### src/hw/rtl/mesh_vertex_normals_defines.svh
// Assertion macros for the mesh vertex normal block.
// Needs nothing else; the top level pulls this in for its checks.
`ifndef MESH_VERTEX_NORMALS_DEFINES_SVH
`define MESH_VERTEX_NORMALS_DEFINES_SVH

// Same-cycle implication, reset masks the check.
`define MVN_ASSERT_NOW(label, clk, rst, ante, cons) \
   label: assert property (@(posedge clk) disable iff (rst) (ante) |-> (cons)) \
      else $error("mesh_vertex_normals: same-cycle check failed");

// Next-cycle implication, reset masks the check.
`define MVN_ASSERT_NEXT(label, clk, rst, ante, cons) \
   label: assert property (@(posedge clk) disable iff (rst) (ante) |=> (cons)) \
      else $error("mesh_vertex_normals: next-cycle check failed");

`endif

### src/hw/rtl/mvn_ram.sv
// Generic single-write, single-read RAM with registered read data.
// No dependencies; holds vertex positions and normal sums.
module mvn_ram #(
   parameter int WIDTH = 48,
   parameter int DEPTH = 64
) (
   input  logic                     clock,
   input  logic                     wr_en,
   input  logic [$clog2(DEPTH)-1:0] wr_addr,
   input  logic [WIDTH-1:0]         wr_data,
   input  logic [$clog2(DEPTH)-1:0] rd_addr,
   output logic [WIDTH-1:0]         rd_data
);

   logic [WIDTH-1:0] mem [DEPTH];
   logic [WIDTH-1:0] rd_q_ff;

   always_ff @(posedge clock) begin
      if (wr_en) begin
         mem[wr_addr] <= wr_data;
      end
      rd_q_ff <= mem[rd_addr];
   end

   assign rd_data = rd_q_ff;

endmodule

### config.mk
export PLATFORM = sky130hd
export DESIGN_NAME = mvn_ram
export DESIGN_NICKNAME = d
export VERILOG_FILES = /design/src/hw/rtl/mesh_vertex_normals_defines.svh /design/src/hw/rtl/mvn_ram.sv
export SDC_FILE = /design/constraint.sdc
export NUM_CORES = 2
export LEC_CHECK = 0
export BUFFER_PORTS_ARGS = -buffer_cell sky130_fd_sc_hd__buf_2
export CORE_ASPECT_RATIO = 1.75
export CORE_MARGIN = 2
export CORE_UTILIZATION = 25
export DETAILED_ROUTE_END_ITERATION = 8
export HOLD_SLACK_MARGIN = 0.02
export PLACE_DENSITY = 0.35
export SYNTH_ARGS = -nofsm -noshare
export SYNTH_HDL_FRONTEND = slang
export SYNTH_SLANG_ARGS = --single-unit
### constraint.sdc
create_clock -name clock -period 6.92 [get_ports clock]
set_input_delay 0.692 -clock clock [delete_from_list [all_inputs] [get_ports clock]]
set_output_delay 0.692 -clock clock [all_outputs]
set_load 0.005 [all_outputs]
==> flow_metrics.py <==
metrics = {
    "synth": {
        "syn-mean-instance-area_um2": 23.6,
        "syn_nets": 5032,
        "synth_cell_types": 36,
        "ys_seq_elements": 3120,
        "yosys_warnings": 0,
        "async_reset_ff_frac": 0,
        "synth_area_mm2": 0.117,
        "yosysSeqAreaShare": 0.796,
        "ys.flop_type": "edfxtp_1",
        "synth_edf_count": 3072,
        "synthCells": 4970,
    },
    "final_layout": {
        "post-route-util": 0.292,
        "layout.cells.non_filler": 11800,
        "drive_above_1_share": 0.291,
        "nets": 5394,
        "area.growth.synth_to_final_pct": 16.6,
    },
    "drt": {
        "drtAntennaViolNets": 0,
        "first_pass_iters": 5,
        "wire_per_inst_um": 35.4,
        "drc": 0,
        "vias": 55300,
        "drt_iter0_drc": 4675,
        "wirelength_um": 417000,
        "route.detailed.vias_per_inst": 4.70,
    },
    "floorplan": {
        "core_mm2": 0.467,
        "chipWidth_um": 521,
        "placementRows": 332,
        "start_util": 0.251,
        "die_area_mm2": 0.474,
        "ios": 110,
        "chipHeight_um": 909,
    },
    "placed_design": {
        "io_buffers": 109,
        "place_inst": 11200,
        "hpwlAfterDp_um": 242000,
        "dp_slack_ns": 2.53,
        "place.gp.congestion": 0.731,
    },
    "sta": {
        "rsz0062_at_grt": "no",
        "relSlewSlack": 0.0722,
        "setup_ws_ns": 3.54,
        "timing.fmax_mhz": 295,
        "clock_skew_ns": 0.0479,
        "fin_crit_ns": 3.38,
        "hold_violations": 0,
        "worst_slew_pin_slew_ns": 1.39,
        "fin_tns_setup_ns": 0,
        "min_period_over_period": 0.489,
        "finalSetupViolCount": 0,
        "slew_violations": 0,
    },
    "global_routing": {
        "antenna_found_initial": 45,
        "grt.overflow.total": 0,
        "grtUsageTotal": 0.174,
        "grt_pass1_wl_um": 557000,
        "grt_pass1_vias": 59700,
        "grt_start_max_net_pins": 100,
    },
    "setup_path": {
        "worstPathMaxFanout": 99,
        "cp.required_ns": 7.68,
        "critPathLaunch": "rd_addr[1]",
        "r2r-start": "mem[3][40]",
        "cp-start-kind": "input pin",
        "worst_ep_arrival_time_ns": 4.14,
        "crit_type": "input pin to register",
        "cp-end-kind": "register",
    },
    "clocking": {
        "cts-root-buf": "clkbuf_16",
        "cts_hold_buf": 0,
        "clockBufferDepth": 4,
        "cts_max_level": 5,
        "clk_latency_ns": 0.94,
        "cts_resized": 0,
        "clkTransAtPathRegs_ns": 0.07,
        "post_cts_buffers": 0,
        "cts_buffers": 308,
        "cts_tree": "yes",
        "clock-sinks": 3120,
    },
    "pwr": {
        "leakage_uw": 0.0413,
        "power_density_mw_per_mm2": 295,
        "ir_drop_v": 0.000165,
        "design_power_total_uw": 40200,
    },
    "outcome": {
        "status": "finished, final reports clean",
    },
    "worst_hold_path": {
        "worstHoldStart": "wr_addr[1]",
        "min_path_type": "input pin to register",
    },
    "job": {
        "cap_violations": 0,
    },
}
## logic make-up after synthesis
kind of cell,count (synthesis),share of synthesized area
buffers and inverters,282,0.0128
AND/OR/NAND/NOR,253,0.00957
flip-flops,3120,0.796
AO/OA/AOI/OAI,486,0.0302
multiplexers,829,0.152
## cells in the final DEF, fill, tap and decap left out, types with 4 or more instances in the layout
| cell type | synthesis | final |
|---|---|---|
| buf_2 | 98 | 105 |
| buf_12 | 0 | 28 |
| a311oi_1 | 11 | 11 |
| clkinv_2 | 0 | 48 |
| o221ai_1 | 28 | 28 |
| dfxtp_1 | 48 | 48 |
| clkbuf_1 | 98 | 67 |
| nand2b_1 | 10 | 6 |
| a22oi_1 | 72 | 72 |
| a21oi_1 | 74 | 74 |
| inv_6 | 0 | 10 |
| nor2_4 | 0 | 64 |
| mux4_2 | 754 | 754 |
| nor2_1 | 132 | 68 |
| nor2b_1 | 24 | 20 |
| edfxtp_1 | 3072 | 3072 |
| a211oi_1 | 32 | 32 |
| nand3_1 | 7 | 7 |
| a221oi_1 | 83 | 83 |
| a31o_2 | 5 | 5 |
| nand2_1 | 55 | 53 |
| nand2b_2 | 0 | 4 |
| buf_4 | 62 | 199 |
| clkinv_1 | 0 | 49 |
| nor2b_4 | 0 | 4 |
| nand3b_1 | 5 | 5 |
| clkinvlp_4 | 0 | 6 |
| bufinv_16 | 0 | 33 |
| a22o_1 | 57 | 57 |
| mux2_2 | 12 | 12 |
| diode_2 | 0 | 16 |
| clkbuf_8 | 0 | 15 |
| mux2i_1 | 63 | 63 |
| o22ai_1 | 122 | 122 |
| clkbuf_16 | 0 | 315 |
| or3b_2 | 4 | 4 |
## area by class of cell
type	count	area, um2
clock inverters	154	1670
diodes	16	40.0
repair buffers	334	2610
well taps	6179	7730
multi-input cells	1568	23000
fillers	45600	330000
flip-flops and latches	3120	93200
clock buffers	397	8340
## path summary, 6_finish.rpt
path / end / slack, ns / cells after the start
worst min-delay path: mem[50][25] / 0.38 / 3
worst min register to register: rd_data[5] / 0.87 / 5
worst max-delay path: rd_data[37] / 3.54 / 7
worst max register to register: rd_data[40] / 4.52 / 4
## sequential cells by signal (all words and copies together) (netlist names)
signal and cells:
rd_data 48, mem 3072
## metrics by stage
step / cell area (um2) / hold slack (ns)
6_report: 137000 / 0.381
5_1_grt: 137000 / 0.371
4_1_cts: 137000 / 0.293
3_5_place_dp: 127000 / 0.860
3_3_place_gp: 127000 / 0.840
2_1_floorplan: 117000 / 0.710
## cells in the mapped netlist, types with 12 or more instances
master	count	area, um2
mux2i_1	63	631
mux2_2	12	135
nor2_1	132	495
buf_1	12	45.0
buf_4	62	465
mux4_2	754	17000
a211oi_1	32	240
o22ai_1	122	763
edfxtp_1	3072	92200
a221oi_1	83	727
a22o_1	57	499
dfxtp_1	48	961
a22oi_1	72	541
o221ai_1	28	245
a21oi_1	74	370
clkbuf_1	98	368
nand2_1	55	206
buf_2	98	490
nor2b_1	24	150
## per-layer routing
layer	track usage	wire length [um]
met1	0.194	154000
met2	0.345	239000
met3	0.0176	12000
met4	0.0454	11400
met5	0	79
## worst max-delay path: stages
cell	delay, ns
buf_8	0.45
buf_4	0.67
buf_12	0.44
mux4_2	0.42
a22o_1	0.25
a221oi_1	0.57
a221oi_1	0.16
## power breakdown
part / total [uW] / leakage, uW / internal, uW / switching (uW)
Sequential: 21100 / 0.0280 / 20900 / 136
Combinational: 1940 / 0.00832 / 667 / 1270
Clock: 17200 / 0.00490 / 9780 / 7460
Power figures use the tool's default switching activity.
