==> src/hw/rtl/mesh_vertex_normals_defines.svh <==
// Assertion macros for the mesh vertex normal block.
// Needs nothing else; the top level pulls this in for its checks.
`ifndef MESH_VERTEX_NORMALS_DEFINES_SVH
`define MESH_VERTEX_NORMALS_DEFINES_SVH

// Same-cycle implication, reset masks the check.
`define MVN_ASSERT_NOW(label, clk, rst, ante, cons) \
   label: assert property (@(posedge clk) disable iff (rst) (ante) |-> (cons)) \
      else $error("mesh_vertex_normals: same-cycle check failed");

// Next-cycle implication, reset masks the check.
`define MVN_ASSERT_NEXT(label, clk, rst, ante, cons) \
   label: assert property (@(posedge clk) disable iff (rst) (ante) |=> (cons)) \
      else $error("mesh_vertex_normals: next-cycle check failed");

`endif

==> src/hw/rtl/mvn_pkg.sv <==
// Shared widths, constants and op codes of the mesh vertex normal block.
// No dependencies; used by the normalizer and the top level.
package mvn_pkg;

   localparam int MAX_VERTICES_DEF = 64;
   localparam int COUNT_W          = 7;
   localparam int COUNT_RESET      = 64;
   localparam int IDX_W            = 6;
   localparam int OP_W             = 2;
   localparam int POS_W            = 16;
   localparam int NRM_W            = 16;
   localparam int SUM_W            = 24;
   localparam int VEC_W            = 36;
   localparam int ONE_Q14          = 16384;

   typedef enum logic [OP_W-1:0] {
      OP_LOAD     = 2'd0,
      OP_TRIANGLE = 2'd1,
      OP_FINISH   = 2'd2,
      OP_NOP      = 2'd3
   } op_type;

endpackage

==> src/hw/rtl/mvn_norm.sv <==
// Vector normalizer: scales a signed 3-vector to a Q1.14 unit vector.
// Bit-serial shift, sequential squares, digit-serial root and divide; uses mvn_pkg.
module mvn_norm (
   input  logic                              clock,
   input  logic                              reset,
   input  logic                              start,
   input  logic signed [mvn_pkg::VEC_W-1:0] vec_x,
   input  logic signed [mvn_pkg::VEC_W-1:0] vec_y,
   input  logic signed [mvn_pkg::VEC_W-1:0] vec_z,
   output logic                              done,
   output logic signed [mvn_pkg::NRM_W-1:0] norm_x,
   output logic signed [mvn_pkg::NRM_W-1:0] norm_y,
   output logic signed [mvn_pkg::NRM_W-1:0] norm_z
);

   import mvn_pkg::*;

   localparam int MAG_W  = VEC_W;
   localparam int HI     = 30;          // largest magnitude lands in [2^29, 2^30)
   localparam int PROD_W = 2 * HI;
   localparam int SQ_W   = PROD_W + 2;
   localparam int ROOT_W = SQ_W / 2;
   localparam int REM_W  = ROOT_W + 3;
   localparam int QBITS  = 15;
   localparam int NUM_W  = HI + QBITS;
   localparam int DIV_W  = ROOT_W + 1;

   typedef enum logic [4:0] {
      N_IDLE  = 5'b00001,
      N_SHIFT = 5'b00010,
      N_SQ    = 5'b00100,
      N_ROOT  = 5'b01000,
      N_DIV   = 5'b10000
   } norm_state_type;

   norm_state_type nst_ff, nst_in;
   logic                done_ff, done_in;
   logic [2:0]          neg_ff, neg_in;
   logic [MAG_W-1:0]    mag_x_ff, mag_x_in, mag_y_ff, mag_y_in, mag_z_ff, mag_z_in;
   logic [MAG_W-1:0]    m_ff, m_in;
   logic [1:0]          idx_ff, idx_in;
   logic [PROD_W-1:0]   prod_ff, prod_in;
   logic [SQ_W-1:0]     sq_ff, sq_in;
   logic [ROOT_W-1:0]   root_ff, root_in;
   logic [REM_W-1:0]    rrem_ff, rrem_in;
   logic [4:0]          rcnt_ff, rcnt_in;
   logic [DIV_W-1:0]    drem_ff, drem_in;
   logic [QBITS-1:0]    low_ff, low_in;
   logic [QBITS-1:0]    q_ff, q_in;
   logic [3:0]          dcnt_ff, dcnt_in;
   logic                dload_ff, dload_in;
   logic signed [NRM_W-1:0] nx_ff, nx_in, ny_ff, ny_in, nz_ff, nz_in;

   logic [MAG_W-1:0]    abs_x, abs_y, abs_z, max_xy, mag_sel;
   logic [REM_W-1:0]    r_shift, trial;
   logic [NUM_W-1:0]    num;
   logic [DIV_W-1:0]    r2;
   logic                ge;
   logic [QBITS-1:0]    qf, qc;
   logic signed [NRM_W-1:0] sval;

   always_comb begin
      abs_x  = vec_x[VEC_W-1] ? MAG_W'(-vec_x) : MAG_W'(vec_x);
      abs_y  = vec_y[VEC_W-1] ? MAG_W'(-vec_y) : MAG_W'(vec_y);
      abs_z  = vec_z[VEC_W-1] ? MAG_W'(-vec_z) : MAG_W'(vec_z);
      max_xy = (abs_x > abs_y) ? abs_x : abs_y;

      case (idx_ff)
         2'd0:    mag_sel = mag_x_ff;
         2'd1:    mag_sel = mag_y_ff;
         default: mag_sel = mag_z_ff;
      endcase

      r_shift = {rrem_ff[REM_W-3:0], sq_ff[SQ_W-1 -: 2]};
      trial   = REM_W'({root_ff, 2'b01});

      // component * 16384 plus half the length, rounded quotient below
      num  = NUM_W'({mag_sel[HI-1:0], {(QBITS-1){1'b0}}}) + NUM_W'(root_ff >> 1);
      r2   = {drem_ff[DIV_W-2:0], low_ff[QBITS-1]};
      ge   = (r2 >= DIV_W'(root_ff));
      qf   = {q_ff[QBITS-2:0], ge};
      qc   = (qf > QBITS'(ONE_Q14)) ? QBITS'(ONE_Q14) : qf;
      sval = neg_ff[idx_ff] ? -NRM_W'(qc) : NRM_W'(qc);

      nst_in   = nst_ff;
      done_in  = 1'b0;
      neg_in   = neg_ff;
      mag_x_in = mag_x_ff;
      mag_y_in = mag_y_ff;
      mag_z_in = mag_z_ff;
      m_in     = m_ff;
      idx_in   = idx_ff;
      prod_in  = prod_ff;
      sq_in    = sq_ff;
      root_in  = root_ff;
      rrem_in  = rrem_ff;
      rcnt_in  = rcnt_ff;
      drem_in  = drem_ff;
      low_in   = low_ff;
      q_in     = q_ff;
      dcnt_in  = dcnt_ff;
      dload_in = dload_ff;
      nx_in    = nx_ff;
      ny_in    = ny_ff;
      nz_in    = nz_ff;

      case (nst_ff)
         N_IDLE: begin
            if (start) begin
               neg_in   = {vec_z[VEC_W-1], vec_y[VEC_W-1], vec_x[VEC_W-1]};
               mag_x_in = abs_x;
               mag_y_in = abs_y;
               mag_z_in = abs_z;
               m_in     = (max_xy > abs_z) ? max_xy : abs_z;
               nst_in   = N_SHIFT;
            end
         end
         N_SHIFT: begin
            if (m_ff == '0) begin
               nx_in   = '0;
               ny_in   = '0;
               nz_in   = '0;
               done_in = 1'b1;
               nst_in  = N_IDLE;
            end else if (|m_ff[MAG_W-1:HI]) begin
               // right shifts truncate each magnitude
               mag_x_in = mag_x_ff >> 1;
               mag_y_in = mag_y_ff >> 1;
               mag_z_in = mag_z_ff >> 1;
               m_in     = m_ff >> 1;
            end else if (!m_ff[HI-1]) begin
               mag_x_in = mag_x_ff << 1;
               mag_y_in = mag_y_ff << 1;
               mag_z_in = mag_z_ff << 1;
               m_in     = m_ff << 1;
            end else begin
               idx_in = '0;
               sq_in  = '0;
               nst_in = N_SQ;
            end
         end
         N_SQ: begin
            if (idx_ff != 2'd3) begin
               prod_in = mag_sel[HI-1:0] * mag_sel[HI-1:0];
            end
            if (idx_ff != 2'd0) begin
               sq_in = sq_ff + SQ_W'(prod_ff);
            end
            if (idx_ff == 2'd3) begin
               root_in = '0;
               rrem_in = '0;
               rcnt_in = 5'(ROOT_W - 1);
               nst_in  = N_ROOT;
            end else begin
               idx_in = idx_ff + 2'd1;
            end
         end
         N_ROOT: begin
            // one result bit per cycle, consume two radicand bits
            if (r_shift >= trial) begin
               rrem_in = r_shift - trial;
               root_in = {root_ff[ROOT_W-2:0], 1'b1};
            end else begin
               rrem_in = r_shift;
               root_in = {root_ff[ROOT_W-2:0], 1'b0};
            end
            sq_in = sq_ff << 2;
            if (rcnt_ff == '0) begin
               idx_in   = '0;
               dload_in = 1'b1;
               nst_in   = N_DIV;
            end else begin
               rcnt_in = rcnt_ff - 5'd1;
            end
         end
         N_DIV: begin
            if (dload_ff) begin
               drem_in  = DIV_W'(num[NUM_W-1:QBITS]);
               low_in   = num[QBITS-1:0];
               q_in     = '0;
               dcnt_in  = 4'(QBITS - 1);
               dload_in = 1'b0;
            end else begin
               drem_in = ge ? (r2 - DIV_W'(root_ff)) : r2;
               low_in  = low_ff << 1;
               q_in    = qf;
               if (dcnt_ff == '0) begin
                  case (idx_ff)
                     2'd0:    nx_in = sval;
                     2'd1:    ny_in = sval;
                     default: nz_in = sval;
                  endcase
                  if (idx_ff == 2'd2) begin
                     done_in = 1'b1;
                     nst_in  = N_IDLE;
                  end else begin
                     idx_in   = idx_ff + 2'd1;
                     dload_in = 1'b1;
                  end
               end else begin
                  dcnt_in = dcnt_ff - 4'd1;
               end
            end
         end
         default: nst_in = N_IDLE;
      endcase
   end

   always_ff @(posedge clock) begin
      if (reset) begin
         nst_ff  <= N_IDLE;
         done_ff <= 1'b0;
      end else begin
         nst_ff  <= nst_in;
         done_ff <= done_in;
      end
   end

   always_ff @(posedge clock) begin
      neg_ff   <= neg_in;
      mag_x_ff <= mag_x_in;
      mag_y_ff <= mag_y_in;
      mag_z_ff <= mag_z_in;
      m_ff     <= m_in;
      idx_ff   <= idx_in;
      prod_ff  <= prod_in;
      sq_ff    <= sq_in;
      root_ff  <= root_in;
      rrem_ff  <= rrem_in;
      rcnt_ff  <= rcnt_in;
      drem_ff  <= drem_in;
      low_ff   <= low_in;
      q_ff     <= q_in;
      dcnt_ff  <= dcnt_in;
      dload_ff <= dload_in;
      nx_ff    <= nx_in;
      ny_ff    <= ny_in;
      nz_ff    <= nz_in;
   end

   assign done   = done_ff;
   assign norm_x = nx_ff;
   assign norm_y = ny_ff;
   assign norm_z = nz_ff;

endmodule

==> config.mk <==
export PLATFORM = sky130hd
export DESIGN_NAME = mvn_norm
export DESIGN_NICKNAME = d
export VERILOG_FILES = /design/src/hw/rtl/mesh_vertex_normals_defines.svh /design/src/hw/rtl/mvn_pkg.sv /design/src/hw/rtl/mvn_norm.sv
export SDC_FILE = /design/constraint.sdc
export NUM_CORES = 2
export LEC_CHECK = 0
export BUFFER_PORTS_ARGS = -buffer_cell sky130_fd_sc_hd__buf_2
export CAP_MARGIN = 30
export CORE_MARGIN = 3
export CORE_UTILIZATION = 60
export DETAILED_ROUTE_END_ITERATION = 8
export GPL_ROUTABILITY_DRIVEN = 0
export PLACE_DENSITY_LB_ADDON = 0.15
export REMOVE_ABC_BUFFERS = 1
export SYNTH_ARGS = -nofsm -noshare
export SYNTH_HDL_FRONTEND = slang
export SYNTH_SLANG_ARGS = --single-unit
==> constraint.sdc <==
create_clock -name clock -period 17.7 [get_ports clock]
set_input_delay 0.885 -clock clock [delete_from_list [all_inputs] [get_ports clock]]
set_output_delay 0.885 -clock clock [all_outputs]
set_load 0.05 [all_outputs]
==> qor.yml <==
grtUsageTotal_pct: 32.90
wirelength_um: 161600
dp_cells: 7382
synth-edff-count: 451
min_path_type: "input port to register"
end_kind: "register"
dp_hpwl_um: 124700
grt_first_pass_wirelength_um: 255500
synth.mux.area_fraction_pct: 1.450
drive_above_1_share_pct: 6.727
finalSetupViolations: 0
clock_path_buffers: 3
layout_min_cycle_time_ns: 11.50
clock-sinks: 457
stdcell_count: 7486
rsz0062_at_grt: "no"
max_stage_delay_ns: 0.92
grt_max_degree: 80
max_freq_mhz: 86.92
cts_setup_buffers: 0
antenna_left: 0
synth_area_um2: 57100
cts_root_buffer: "clkbuf_16"
yosysWarnings: 0
worstPathMaxFanout: 34
multi_input_area_um2: 38740
nets: 7470
cap_violations: 0
synth_xor_area_share_pct: 4.847
start_kind: "register"
fillers: 7869
vias_per_cell: 6.075
critPathTopFamily: "adder cells"
whs_ns: 0.5048
antenna_found_initial: 4
cp.buffers_inverters: 10
status: "finished, final reports clean"
design.die.area_um2: 98910
layout_setup_ws_ns: 6.195
initial_utilization_pct: 60.82
register_area_um2: 13660
fin_crit_sh_pct: 65.00
io_pins: 160
syn_inst: 6130
finalHoldViolCount: 0
ys_types: 87
clk_latency_ns: 0.65
grt_pass1_vias: 45870
tritoncts: "built"
hold_buffers: 0
slowest_stage: "a21oi_1"
cts_resized: 0
core_area_um2: 93890
fin_setup_tns_ns: 0
synth-main-ff-cell: "edfxtp_1"
hold_depth: 2
cp_common_cell: "fa_1"
die_h_um: 314.5
syn2layout_area_growth_pct: 7.165
synthAdderAreaFrac_pct: 34.93
cts_buffers: 54
vias: 45480
h-tree-depth: 2
finClkSkew_ns: 0.02980
slew_headroom_pct: 26.63
grt-ovfl-total: 0
synth_compound_area_share_pct: 13.32
clk_pin_slew_ns: 0.06
pre_cts_slack_ns: 6.452
synth_top_family_by_area: "adder cells"
num_rows: 112
drtPass1Iterations: 6
critical_path_class: "register to register"
cp.arrival_ns: 11.89
ys_seq_area_share_pct: 23.93
ys_ff_latch: 457
ys_async_sr_fraction_pct: 0
fp.dieW_um: 314.5
wl_per_cell_um: 21.59
drt_iter0_drc: 4633
postSynthAreaPerCell_um2: 9.316
final_max_slew_viol_count: 0
critical_path_depth: 33
synth-simple-area-share_pct: 13.03
reg2reg_depth: 33
drc: 0
numPortBuffers: 159
crit_required_ns: 18.09
worstMarginPinSlew_ns: 1.101
[state kept, by name, indices dropped and copies added (netlist names), 15 cells and up]
| register | flops |
|---|---|
| norm_x | 16 |
| rrem_ff | 32 |
| mag_y_ff | 36 |
| drem_ff | 31 |
| low_ff | 15 |
| m_ff | 36 |
| norm_z | 16 |
| prod_ff | 59 |
| norm_y | 16 |
| mag_z_ff | 36 |
| root_ff | 31 |
| mag_x_ff | 36 |
| sq_ff | 62 |
[per-layer routing]
metal | wire (µm) | vias to the layer above | track usage (%)
met5 | 13 | - | 0
met4 | 7111 | 2 | 12.24
met3 | 16440 | 422 | 6.998
met2 | 71870 | 2226 | 51.02
met1 | 66210 | 22250 | 45.71
li1 | - | 20570 | -
[cell usage after synthesis (15+ instances only)]
master / n / share of area, %
xnor2_1: 135 / 2.1
nand2_1: 673 / 4.4
a21oi_1: 337 / 3.0
nor2_1: 425 / 2.8
buf_1: 32 / 0.21
inv_1: 1039 / 6.8
nor3_1: 60 / 0.53
or4_1: 20 / 0.26
edfxtp_1: 451 / 24
nand2b_1: 36 / 0.39
a31oi_1: 52 / 0.57
o41ai_1: 20 / 0.31
a22o_1: 53 / 0.81
o31ai_1: 45 / 0.59
mux2i_1: 67 / 1.2
and2_1: 15 / 0.16
a211oi_1: 32 / 0.42
fa_1: 700 / 25
or3_1: 15 / 0.16
o21bai_1: 24 / 0.32
and3_1: 121 / 1.3
a21o_1: 167 / 2.2
o21a_1: 36 / 0.47
xor2_1: 181 / 2.8
clkbuf_1: 206 / 1.4
nand3_1: 76 / 0.67
o21ai_0: 252 / 2.2
o211ai_1: 27 / 0.35
nor4_1: 28 / 0.31
nor2b_1: 48 / 0.53
ha_1: 474 / 10
nand4_1: 55 / 0.60
[worst register-to-register path: cells and delay by family, from the launching register on]
kind / cells / cell delay (ns)
AO/OA/AOI/OAI: 8 / 3.25
XOR/XNOR: 1 / 0.10
adder cells (fa/ha/maj): 10 / 4.48
buffers and inverters: 10 / 2.22
flip-flops: 1 / 0.46
AND/OR/NAND/NOR: 4 / 0.75
[path summary, 6_finish.rpt]
kind / end / startpoint / slack, ns
max: prod_ff[57]$_DFFE_PP_ / idx_ff[0]$_SDFFCE_PN0P_ / 6.20
min: nst_ff[3]$_SDFFE_PP0P_ / reset / 0.50
max reg2reg: prod_ff[57]$_DFFE_PP_ / idx_ff[0]$_SDFFCE_PN0P_ / 6.20
min reg2reg: low_ff[1]$_DFFE_PP_ / low_ff[0]$_SDFFCE_PN0P_ / 0.55
[placed cells by master, fill, tap and decap left out, types with 36 or more instances in the layout]
cell and count:
inv_1 1039, fa_1 700, nand2_1 672, ha_1 474, edfxtp_1 451, nor2_1 421
a21oi_1 324, o21ai_0 252, xor2_1 181, a21o_1 167, buf_2 162, xnor2_1 135
and3_1 119, buf_4 77, nand3_1 74, mux2i_1 67, nor3_1 59, nand4_1 55
clkbuf_16 55, a22o_1 53, a31oi_1 52, nor2b_1 48, o31ai_1 45, nand2b_1 36
o21a_1 36
[cell type report]
type / instances / area share, %
timing repair buffer: 241 / 2.339
inverter: 1051 / 6.447
antenna: 3 / 0.01227
multi-input combinational: 4380 / 63.30
sequential: 457 / 22.33
clock buffer: 64 / 2.353
tap: 1254 / 2.564
clock inverter: 36 / 0.6563
[kinds of logic (layout without fill, tap and decap cells)]
family | after synthesis | after routing
other | 0 | 3
buffers and inverters | 1293 | 1392
multiplexers | 81 | 81
flip-flops | 457 | 457
adder cells (fa/ha/maj) | 1174 | 1174
AO/OA/AOI/OAI | 1180 | 1180
XOR/XNOR | 316 | 316
AND/OR/NAND/NOR | 1629 | 1629
[through the flow]
step                      instance area, µm²  utilization (%)
after global placement                 59290            63.15
after global routing                   61190            65.18
after floorplan                        56190                -
final                                  61200            65.18
after detailed placement               59330            63.19
after CTS                              61170            65.15
Power is left out: the tool's default activity adds up to more than one toggle a clock period on the data nets, which glitch-free logic cannot reach.
